===== src/eiec_pkg.sv =====
// Shared types, codes and constants for the edge interrupt event controller.
package eiec_pkg;

  localparam int BANK_WIDTH = 32;
  localparam int NUM_LINES_DEF = 40;
  localparam int BANK1_LINES_DEF = 8;

  localparam logic [31:0] DIRECT_MASK0 = 32'hff820000;
  localparam logic [31:0] DIRECT_MASK1 = 32'h00000087;

  // Register indexes within a bank.
  localparam logic [2:0] REG_IMR  = 3'd0;
  localparam logic [2:0] REG_EMR  = 3'd1;
  localparam logic [2:0] REG_RTSR = 3'd2;
  localparam logic [2:0] REG_FTSR = 3'd3;
  localparam logic [2:0] REG_SWIER = 3'd4;
  localparam logic [2:0] REG_PR   = 3'd5;
  localparam logic [7:0] BANK1_BASE = 8'd8;

  // Input func codes.
  localparam logic [1:0] FUNC_READ  = 2'd0;
  localparam logic [1:0] FUNC_WRITE = 2'd1;
  localparam logic [1:0] FUNC_LINE  = 2'd2;

  // Output event kinds.
  localparam logic [1:0] EV_NONE  = 2'd0;
  localparam logic [1:0] EV_PULSE = 2'd1;
  localparam logic [1:0] EV_LEVEL = 2'd2;

  // Decoded command ops.
  localparam logic [2:0] OP_NOP   = 3'd0;
  localparam logic [2:0] OP_READ  = 3'd1;
  localparam logic [2:0] OP_WRITE = 3'd2;
  localparam logic [2:0] OP_LINE  = 3'd3;
  localparam logic [2:0] OP_BAD   = 3'd4;

  localparam int QDEPTH = 2;
  localparam int QPTR_W = 1;
  localparam int QCNT_W = 2;

  typedef struct packed {
    logic [1:0]  func;
    logic [7:0]  word_offset;
    logic [31:0] write_data;
    logic [5:0]  line_number;
    logic        line_level;
  } in_word_t;

  typedef struct packed {
    logic [31:0] read_data;
    logic [1:0]  event_kind;
    logic [5:0]  event_line;
    logic        event_level;
    logic        bad_offset;
    logic        last;
  } out_word_t;

  typedef struct packed {
    logic [2:0]  op;
    logic        bank;
    logic [2:0]  regi;
    logic [31:0] data;
    logic [4:0]  bit_idx;
    logic        level;
  } cmd_t;

  typedef struct packed {
    logic              full;
    logic              not_empty;
    logic [QCNT_W-1:0] count;
  } q_status_t;

  typedef struct packed {
    logic scanning;
    logic pop;
  } back_status_t;

endpackage


===== src/eiec_front.sv =====
// Front end: decodes an input word into a command for the back end.
module eiec_front import eiec_pkg::*; #(
  parameter int NUM_LINES = NUM_LINES_DEF,
  parameter int BANK1_LINES = BANK1_LINES_DEF
) (
  input  in_word_t in_word,
  output cmd_t     cmd
);

  logic       bank;
  logic [7:0] rel;
  logic       ok;
  logic       line_ok;

  always_comb begin
    bank = (in_word.word_offset >= BANK1_BASE);
    rel = in_word.word_offset - (bank ? BANK1_BASE : 8'd0);
    ok = (rel <= {5'd0, REG_PR});
    line_ok = ({1'b0, in_word.line_number} < 7'(NUM_LINES)) &&
              (!in_word.line_number[5] ||
               ({1'b0, in_word.line_number[4:0]} < 6'(BANK1_LINES)));

    cmd.op = OP_NOP;
    cmd.bank = bank;
    cmd.regi = rel[2:0];
    cmd.data = in_word.write_data;
    cmd.bit_idx = in_word.line_number[4:0];
    cmd.level = in_word.line_level;
    case (in_word.func)
      FUNC_READ: begin
        cmd.op = ok ? OP_READ : OP_BAD;
      end
      FUNC_WRITE: begin
        cmd.op = ok ? OP_WRITE : OP_BAD;
      end
      FUNC_LINE: begin
        cmd.bank = in_word.line_number[5];
        cmd.op = line_ok ? OP_LINE : OP_NOP;
      end
      default: begin
        cmd.op = OP_NOP;
      end
    endcase
  end

endmodule


===== src/eiec_queue.sv =====
// Two-entry command queue between the front and back ends.
module eiec_queue import eiec_pkg::*; (
  input  logic      clk,
  input  logic      rst_n,
  input  logic      push,
  input  cmd_t      push_cmd,
  input  logic      pop,
  output cmd_t      head_cmd,
  output q_status_t status
);

  cmd_t              mem_r [QDEPTH];
  logic [QPTR_W-1:0] wr_ptr_r, rd_ptr_r;
  logic [QCNT_W-1:0] count_r;

  always_ff @(posedge clk) begin
    if (push) begin
      mem_r[wr_ptr_r] <= push_cmd;
    end
  end

  always_ff @(posedge clk) begin
    if (!rst_n) begin
      wr_ptr_r <= '0;
      rd_ptr_r <= '0;
      count_r <= '0;
    end else begin
      if (push) wr_ptr_r <= wr_ptr_r + 1'b1;
      if (pop) rd_ptr_r <= rd_ptr_r + 1'b1;
      case ({push, pop})
        2'b10: count_r <= count_r + 1'b1;
        2'b01: count_r <= count_r - 1'b1;
        default: count_r <= count_r;
      endcase
    end
  end

  assign head_cmd = mem_r[rd_ptr_r];
  assign status.full = (count_r == QCNT_W'(QDEPTH));
  assign status.not_empty = (count_r != '0);
  assign status.count = count_r;

endmodule


===== src/eiec_back.sv =====
// Back end: register banks, command execution, pulse scan and output register.
module eiec_back import eiec_pkg::*; #(
  parameter int BANK1_LINES = BANK1_LINES_DEF
) (
  input  logic         clk,
  input  logic         rst_n,
  input  logic         cmd_valid,
  input  cmd_t         cmd,
  output back_status_t status,
  output logic         out_valid,
  input  logic         out_stall,
  output out_word_t    out_word
);

  localparam logic [31:0] VALID1 = 32'((64'd1 << BANK1_LINES) - 64'd1);

  logic [31:0] imr_r [2], imr_nxt [2];
  logic [31:0] emr_r [2], emr_nxt [2];
  logic [31:0] rtsr_r [2], rtsr_nxt [2];
  logic [31:0] ftsr_r [2], ftsr_nxt [2];
  logic [31:0] swier_r [2], swier_nxt [2];
  logic [31:0] pr_r [2], pr_nxt [2];
  logic [31:0] lvl_r [2], lvl_nxt [2];

  logic [31:0] scan_r, scan_nxt;
  logic        scan_bank_r, scan_bank_nxt;
  logic        scanning_r, scanning_nxt;
  logic        out_valid_r, out_valid_nxt;
  out_word_t   out_word_r, out_word_nxt;

  logic        adv, pop;
  logic [31:0] vmask, cmask, dmask, bitm, setv, pend, clr, scan_rest;
  logic [4:0]  low_idx;
  logic        b;

  always_comb begin
    low_idx = '0;
    for (int i = 31; i >= 0; i--) begin
      if (scan_r[i]) low_idx = 5'(i);
    end
  end

  always_comb begin
    imr_nxt = imr_r;
    emr_nxt = emr_r;
    rtsr_nxt = rtsr_r;
    ftsr_nxt = ftsr_r;
    swier_nxt = swier_r;
    pr_nxt = pr_r;
    lvl_nxt = lvl_r;
    scan_nxt = scan_r;
    scan_bank_nxt = scan_bank_r;
    scanning_nxt = scanning_r;
    out_word_nxt = out_word_r;
    out_valid_nxt = out_valid_r && out_stall;

    b = cmd.bank;
    vmask = b ? VALID1 : 32'hffffffff;
    dmask = b ? DIRECT_MASK1 : DIRECT_MASK0;
    cmask = vmask & ~dmask;
    bitm = 32'd1 << cmd.bit_idx;
    setv = cmd.data & cmask;
    pend = setv & ~swier_r[b] & imr_r[b] & ~pr_r[b];
    clr = pr_r[b] & cmd.data & cmask;
    scan_rest = scan_r & (scan_r - 32'd1);

    adv = !out_valid_r || !out_stall;
    pop = adv && !scanning_r && cmd_valid;

    if (adv && scanning_r) begin
      // one pulse per newly pending line, lowest line first
      out_valid_nxt = 1'b1;
      out_word_nxt = '0;
      out_word_nxt.event_kind = EV_PULSE;
      out_word_nxt.event_line = {scan_bank_r, low_idx};
      out_word_nxt.last = (scan_rest == '0);
      scan_nxt = scan_rest;
      scanning_nxt = (scan_rest != '0);
    end else if (pop) begin
      out_valid_nxt = 1'b1;
      out_word_nxt = '0;
      out_word_nxt.last = 1'b1;
      case (cmd.op)
        OP_BAD: begin
          out_word_nxt.bad_offset = 1'b1;
        end
        OP_READ: begin
          case (cmd.regi)
            REG_IMR:  out_word_nxt.read_data = imr_r[b];
            REG_EMR:  out_word_nxt.read_data = emr_r[b];
            REG_RTSR: out_word_nxt.read_data = rtsr_r[b];
            REG_FTSR: out_word_nxt.read_data = ftsr_r[b];
            REG_SWIER: out_word_nxt.read_data = swier_r[b];
            default:  out_word_nxt.read_data = pr_r[b];
          endcase
        end
        OP_WRITE: begin
          case (cmd.regi)
            REG_IMR:  imr_nxt[b] = cmd.data & vmask;
            REG_EMR:  emr_nxt[b] = cmd.data & vmask;
            REG_RTSR: rtsr_nxt[b] = setv;
            REG_FTSR: ftsr_nxt[b] = setv;
            REG_SWIER: begin
              swier_nxt[b] = setv;
              pr_nxt[b] = pr_r[b] | pend;
              if (pend != '0) begin
                // no word now; the scan state is registered and then emits the pulses
                out_valid_nxt = out_valid_r && out_stall;
                out_word_nxt = out_word_r;
                scan_nxt = pend;
                scan_bank_nxt = b;
                scanning_nxt = 1'b1;
              end
            end
            default: begin
              pr_nxt[b] = pr_r[b] & ~clr;
              swier_nxt[b] = swier_r[b] & ~clr;
            end
          endcase
        end
        OP_LINE: begin
          if (((lvl_r[b] & bitm) != '0) != cmd.level) begin
            lvl_nxt[b] = cmd.level ? (lvl_r[b] | bitm) : (lvl_r[b] & ~bitm);
            if ((imr_r[b] & bitm) != '0) begin
              if ((dmask & bitm) != '0) begin
                out_word_nxt.event_kind = EV_LEVEL;
                out_word_nxt.event_line = {b, cmd.bit_idx};
                out_word_nxt.event_level = cmd.level;
              end else if (( cmd.level && ((rtsr_r[b] & bitm) != '0)) ||
                           (!cmd.level && ((ftsr_r[b] & bitm) != '0))) begin
                pr_nxt[b] = pr_r[b] | bitm;
                out_word_nxt.event_kind = EV_PULSE;
                out_word_nxt.event_line = {b, cmd.bit_idx};
              end
            end
          end
        end
        default: begin
        end
      endcase
    end
  end

  always_ff @(posedge clk) begin
    if (!rst_n) begin
      imr_r[0] <= DIRECT_MASK0;
      imr_r[1] <= DIRECT_MASK1;
      for (int i = 0; i < 2; i++) begin
        emr_r[i] <= '0;
        rtsr_r[i] <= '0;
        ftsr_r[i] <= '0;
        swier_r[i] <= '0;
        pr_r[i] <= '0;
        lvl_r[i] <= '0;
      end
      scanning_r <= 1'b0;
      out_valid_r <= 1'b0;
    end else begin
      imr_r <= imr_nxt;
      emr_r <= emr_nxt;
      rtsr_r <= rtsr_nxt;
      ftsr_r <= ftsr_nxt;
      swier_r <= swier_nxt;
      pr_r <= pr_nxt;
      lvl_r <= lvl_nxt;
      scanning_r <= scanning_nxt;
      out_valid_r <= out_valid_nxt;
    end
  end

  always_ff @(posedge clk) begin
    scan_r <= scan_nxt;
    scan_bank_r <= scan_bank_nxt;
    out_word_r <= out_word_nxt;
  end

  assign status.scanning = scanning_r;
  assign status.pop = pop;
  assign out_valid = out_valid_r;
  assign out_word = out_word_r;

endmodule


===== src/edge_interrupt_event_controller_core.sv =====
// Top level of the edge interrupt event controller: front, queue, back.
//
// Input channel (in_valid / in_stall / in_word) carries bus reads, bus
// writes and line level changes. A word is taken at a clock edge with
// in_valid high and in_stall low; in_stall rises only while the two-entry
// command queue is full.
// Result channel (out_valid / out_stall / out_word) is fed by an output
// register. The back end pops one command per cycle while that register
// is free or being drained and no pulse scan is running.
// A read, write or line change is written into the queue when accepted,
// then popped into the output register that drives out_word. Such items
// go through at one per cycle while the output register can advance and
// no pulse scan runs. A software trigger write that pends lines first
// updates the bank, then gives one pulse word per line, lowest line first,
// set by the lowest-set-bit scan over the pending word; last marks the end.
// While out_stall and out_valid are high, the output register holds and
// the back end waits; the front keeps taking words until the queue fills.
// Reset (rst_n low, synchronous) loads the mask reset values, clears all
// other bank registers, empties the queue and drops out_valid.
module edge_interrupt_event_controller_core import eiec_pkg::*; #(
  parameter int NUM_LINES = NUM_LINES_DEF,
  parameter int BANK1_LINES = BANK1_LINES_DEF
) (
  input  logic      clk,
  input  logic      rst_n,
  input  logic      in_valid,
  output logic      in_stall,
  input  in_word_t  in_word,
  output logic      out_valid,
  input  logic      out_stall,
  output out_word_t out_word
);

  cmd_t         dec_cmd, head_cmd;
  q_status_t    q_stat;
  back_status_t b_stat;
  logic         push;

  assign in_stall = q_stat.full;
  assign push = in_valid && !q_stat.full;

  eiec_front #(
    .NUM_LINES  (NUM_LINES),
    .BANK1_LINES(BANK1_LINES)
  ) u_front (
    .in_word(in_word),
    .cmd    (dec_cmd)
  );

  eiec_queue u_queue (
    .clk     (clk),
    .rst_n   (rst_n),
    .push    (push),
    .push_cmd(dec_cmd),
    .pop     (b_stat.pop),
    .head_cmd(head_cmd),
    .status  (q_stat)
  );

  eiec_back #(
    .BANK1_LINES(BANK1_LINES)
  ) u_back (
    .clk      (clk),
    .rst_n    (rst_n),
    .cmd_valid(q_stat.not_empty),
    .cmd      (head_cmd),
    .status   (b_stat),
    .out_valid(out_valid),
    .out_stall(out_stall),
    .out_word (out_word)
  );

  a_q_bound: assert property (@(posedge clk) disable iff (!rst_n)
    q_stat.count <= QCNT_W'(QDEPTH))
    else $error("queue count beyond depth");

  a_pop_nonempty: assert property (@(posedge clk) disable iff (!rst_n)
    b_stat.pop |-> q_stat.not_empty && !b_stat.scanning)
    else $error("pop from empty queue or during scan");

  a_scan_out: assert property (@(posedge clk) disable iff (!rst_n)
    $past(b_stat.scanning) && b_stat.scanning |-> out_valid)
    else $error("scan running without output word");

  a_full_pop: assert property (@(posedge clk) disable iff (!rst_n)
    q_stat.full && !b_stat.pop |=> q_stat.full)
    else $error("queue drained without pop");

endmodule

===== config.mk =====
export PLATFORM = sky130hd
export DESIGN_NAME = edge_interrupt_event_controller_core
export DESIGN_NICKNAME = d
export VERILOG_FILES = /design/src/eiec_pkg.sv /design/src/eiec_front.sv /design/src/eiec_queue.sv /design/src/eiec_back.sv /design/src/edge_interrupt_event_controller_core.sv
export SDC_FILE = /design/constraint.sdc
export NUM_CORES = 1
export LEC_CHECK = 0
export BUFFER_PORTS_ARGS = -buffer_cell sky130_fd_sc_hd__buf_2
export CAP_MARGIN = 40
export CORE_MARGIN = 2
export CORE_UTILIZATION = 25
export CTS_CLUSTER_DIAMETER = 150
export DETAILED_ROUTE_END_ITERATION = 10
export GPL_TIMING_DRIVEN = 1
export HOLD_SLACK_MARGIN = 0.03
export SLEW_MARGIN = 20
export SYNTH_ARGS = -nofsm -noshare
export SYNTH_HDL_FRONTEND = slang
export SYNTH_HIERARCHICAL = 1
export SYNTH_SLANG_ARGS = --single-unit

===== constraint.sdc =====
create_clock -name clk -period 5.8 [get_ports clk]
set_clock_uncertainty 0.1 [all_clocks]
set_input_delay 1.16 -clock clk [delete_from_list [all_inputs] [get_ports clk]]
set_output_delay 1.16 -clock clk [all_outputs]
set_load 0.01 [all_outputs]

==> reports/qor.yml <==
hold_path_depth: 2
layout.nets: 2864
wl_per_cell_um: 20.32
grt_pass1_vias: 20394
drtIter0Drc: 2074
crit_path_max_incr_delay_ns: 0.75
power_density_nw_per_um2: 347.7
cts_tree: "yes"
cts-resized-gates: 0
htree_levels: 2
core_sq_um: 105000
hp-start: "u_back/out_word[39]"
r2r_slack_ns: 0.80
io_buffers: 97
start_kind: "register"
synth_area_per_cell_sq_um: 9.293
worst_pin_slew_ns: 0.9004
vias_per_cell: 5.040
fp.dieArea_sq_um: 108200
ant_nets: 0
dp.final_hpwl_mm: 59.95
min_to: "u_back/out_word[39]"
hp-class: "register to register"
fill_cells: 11035
setup_ws_ns: 0.7977
cts_hold_buffers: 0
die_width_um: 329.0
fp.dieH_um: 329.0
clock_latency_ns: 0.64
cpMaxStageDelayCell: "or3_2"
firstDrtPassIters: 6
rr_worst_depth: 11
grt_overflow: 0
syn_to_final_growth_pct: 14.01
path_delay_family: "simple AND/OR/NAND/NOR gates"
cts_root_buf: "clkbuf_16"
critPathMaxFanout: 18
cp_common_cell: "nand2b_1"
worstPathRequired_ns: 6.18
path_buf_inv: 1
ir_worst_vdd_uv: 264.7
worstPathCellList: "mux2_2 -> nand2b_1 -> or2_0 -> o32ai_1 -> or4_1 -> nor4_1 -> xor2_1 -> nand2b_1 -> or3_2 -> buf_16 -> o21ai_0"
dr_total_vias: 21408
cts_made_buffers: 57
num_io_pins: 98
hold_viol_final: 0
rows: 119
drc: 0
status: "finished, final reports clean"
rsz0062_at_grt: "no"
yosysWarningCount: 6
grt_use_total_pct: 15.50
p_leak_nw: 11.20
post-place-ws_ns: 0.9481
setup_viol: 0
fmax_mhz: 199.9
place_congestion: 0.9315
wirelength_mm: 86.31
synth_area_sq_um: 26400
slew_viol_final: 0
finalCriticalPeriod_ns: 5.002
clockBufferDepth: 3
final_core_util_pct: 28.68
grt_max_degree: 74
grt_pass1_wl_mm: 129.3
cp.arrival_ns: 5.38
cts.sinks: 581
maxSlewHeadroom_pct: 39.91
antenna_found_initial: 1
worst-setup-path-type: "register to register"
finalCritPeriodShare_pct: 86.25
syn_inst: 2841
r2r_end: "u_back/out_word[8]"
tns_ns: 0
start_util_pct: 25.15
cts_setup_buffers: 0
syn_nets: 2897
endpoint_kind: "register"
drive_gt1_share_pct: 13.06
cts.clk_slew.worst_paths_ns: 0.07
cap_violations: 0
## cells in the final DEF, fill, tap and decap left out, drive strengths merged, types with 65 or more instances in the layout
cell type	count
nand2	471
dfxtp	451
mux2i	249
o21ai	215
a21oi	207
buf	156
and2	145
edfxtp	130
o22ai	84
clkbuf	78
nor2	74
nor3	65
## state kept, by name (all words and copies together), names as in the netlist, 2 cells and up, named ones only
register         cells
u_queue/mem_r       90
u_back/emr_r        64
u_back/imr_r        64
u_back/lvl_r        64
u_back/pr_r         64
u_back/swier_r      64
u_back/ftsr_r       44
u_back/rtsr_r       44
u_back/out_word     43
u_back/scan_r       32
u_queue/count_r      2
## tightest hold or removal path, delay by kind of cell (launching register included)
kind,cells,cell delay (ns)
AND/OR/NAND/NOR,2,0.09
flip-flops,1,0.31
## routing by layer
layer	part of all wire, %	GRT usage, %	wire length [um]	vias to the layer above
li1	-	-	-	10016
met1	44	20.53	37590	10351
met2	44	24.11	38330	848
met3	6.7	2.674	5817	193
met4	5.3	8.130	4581	0
met5	0	0	0	-
## worst max path at each step
| stage | from | endpoint | slack (ns) | cells past startpoint |
|---|---|---|---|---|
| global route | register | u_back/lvl_r[28] | 0.68 | 11 |
| finish | register | u_back/out_word[8] | 0.80 | 11 |
| detailed placement | register | u_back/out_word[8] | 0.95 | 11 |
| CTS | register | u_back/out_word[8] | 0.92 | 11 |
| floorplan | register | u_back/scan_r[0] | 0.29 | 14 |
| global placement | register | u_back/out_word[8] | 0.78 | 10 |
## power breakdown
group | switching [mW] | internal [mW]
registers | 0.0971 | 4.31
logic | 1.50 | 0.603
clock network | 1.64 | 2.31
total | 3.24 | 7.23
## stage by stage
stage / power, mW / cell area (sq um) / cells / hold slack [ns]
6_report: 10.47 / 30100 / 4248 / 0.3423
5_1_grt: 10.83 / 30100 / 4247 / 0.3710
4_1_cts: 10.53 / 30100 / 4247 / 0.3439
3_5_place_dp: 6.577 / 28100 / 4140 / 0.3334
3_3_place_gp: 6.553 / 27960 / 4134 / 0.3317
2_1_floorplan: 5.811 / 26400 / 2841 / 0.3239
## layout make-up
| type | count | area [sq um] | area share [%] |
|---|---|---|---|
| sequential | 581 | 12930 | 42.97 |
| multi-input combinational | 1977 | 12230 | 40.64 |
| tap | 1391 | 1740 | 5.782 |
| clock buffer | 78 | 1615 | 5.366 |
| timing repair buffer | 156 | 1060 | 3.521 |
| clock inverter | 29 | 379.1 | 1.260 |
| inverter | 35 | 136.4 | 0.4531 |
| antenna | 1 | 2.502 | 0.008314 |
Note: power is estimated with default switching activity, not from simulation.
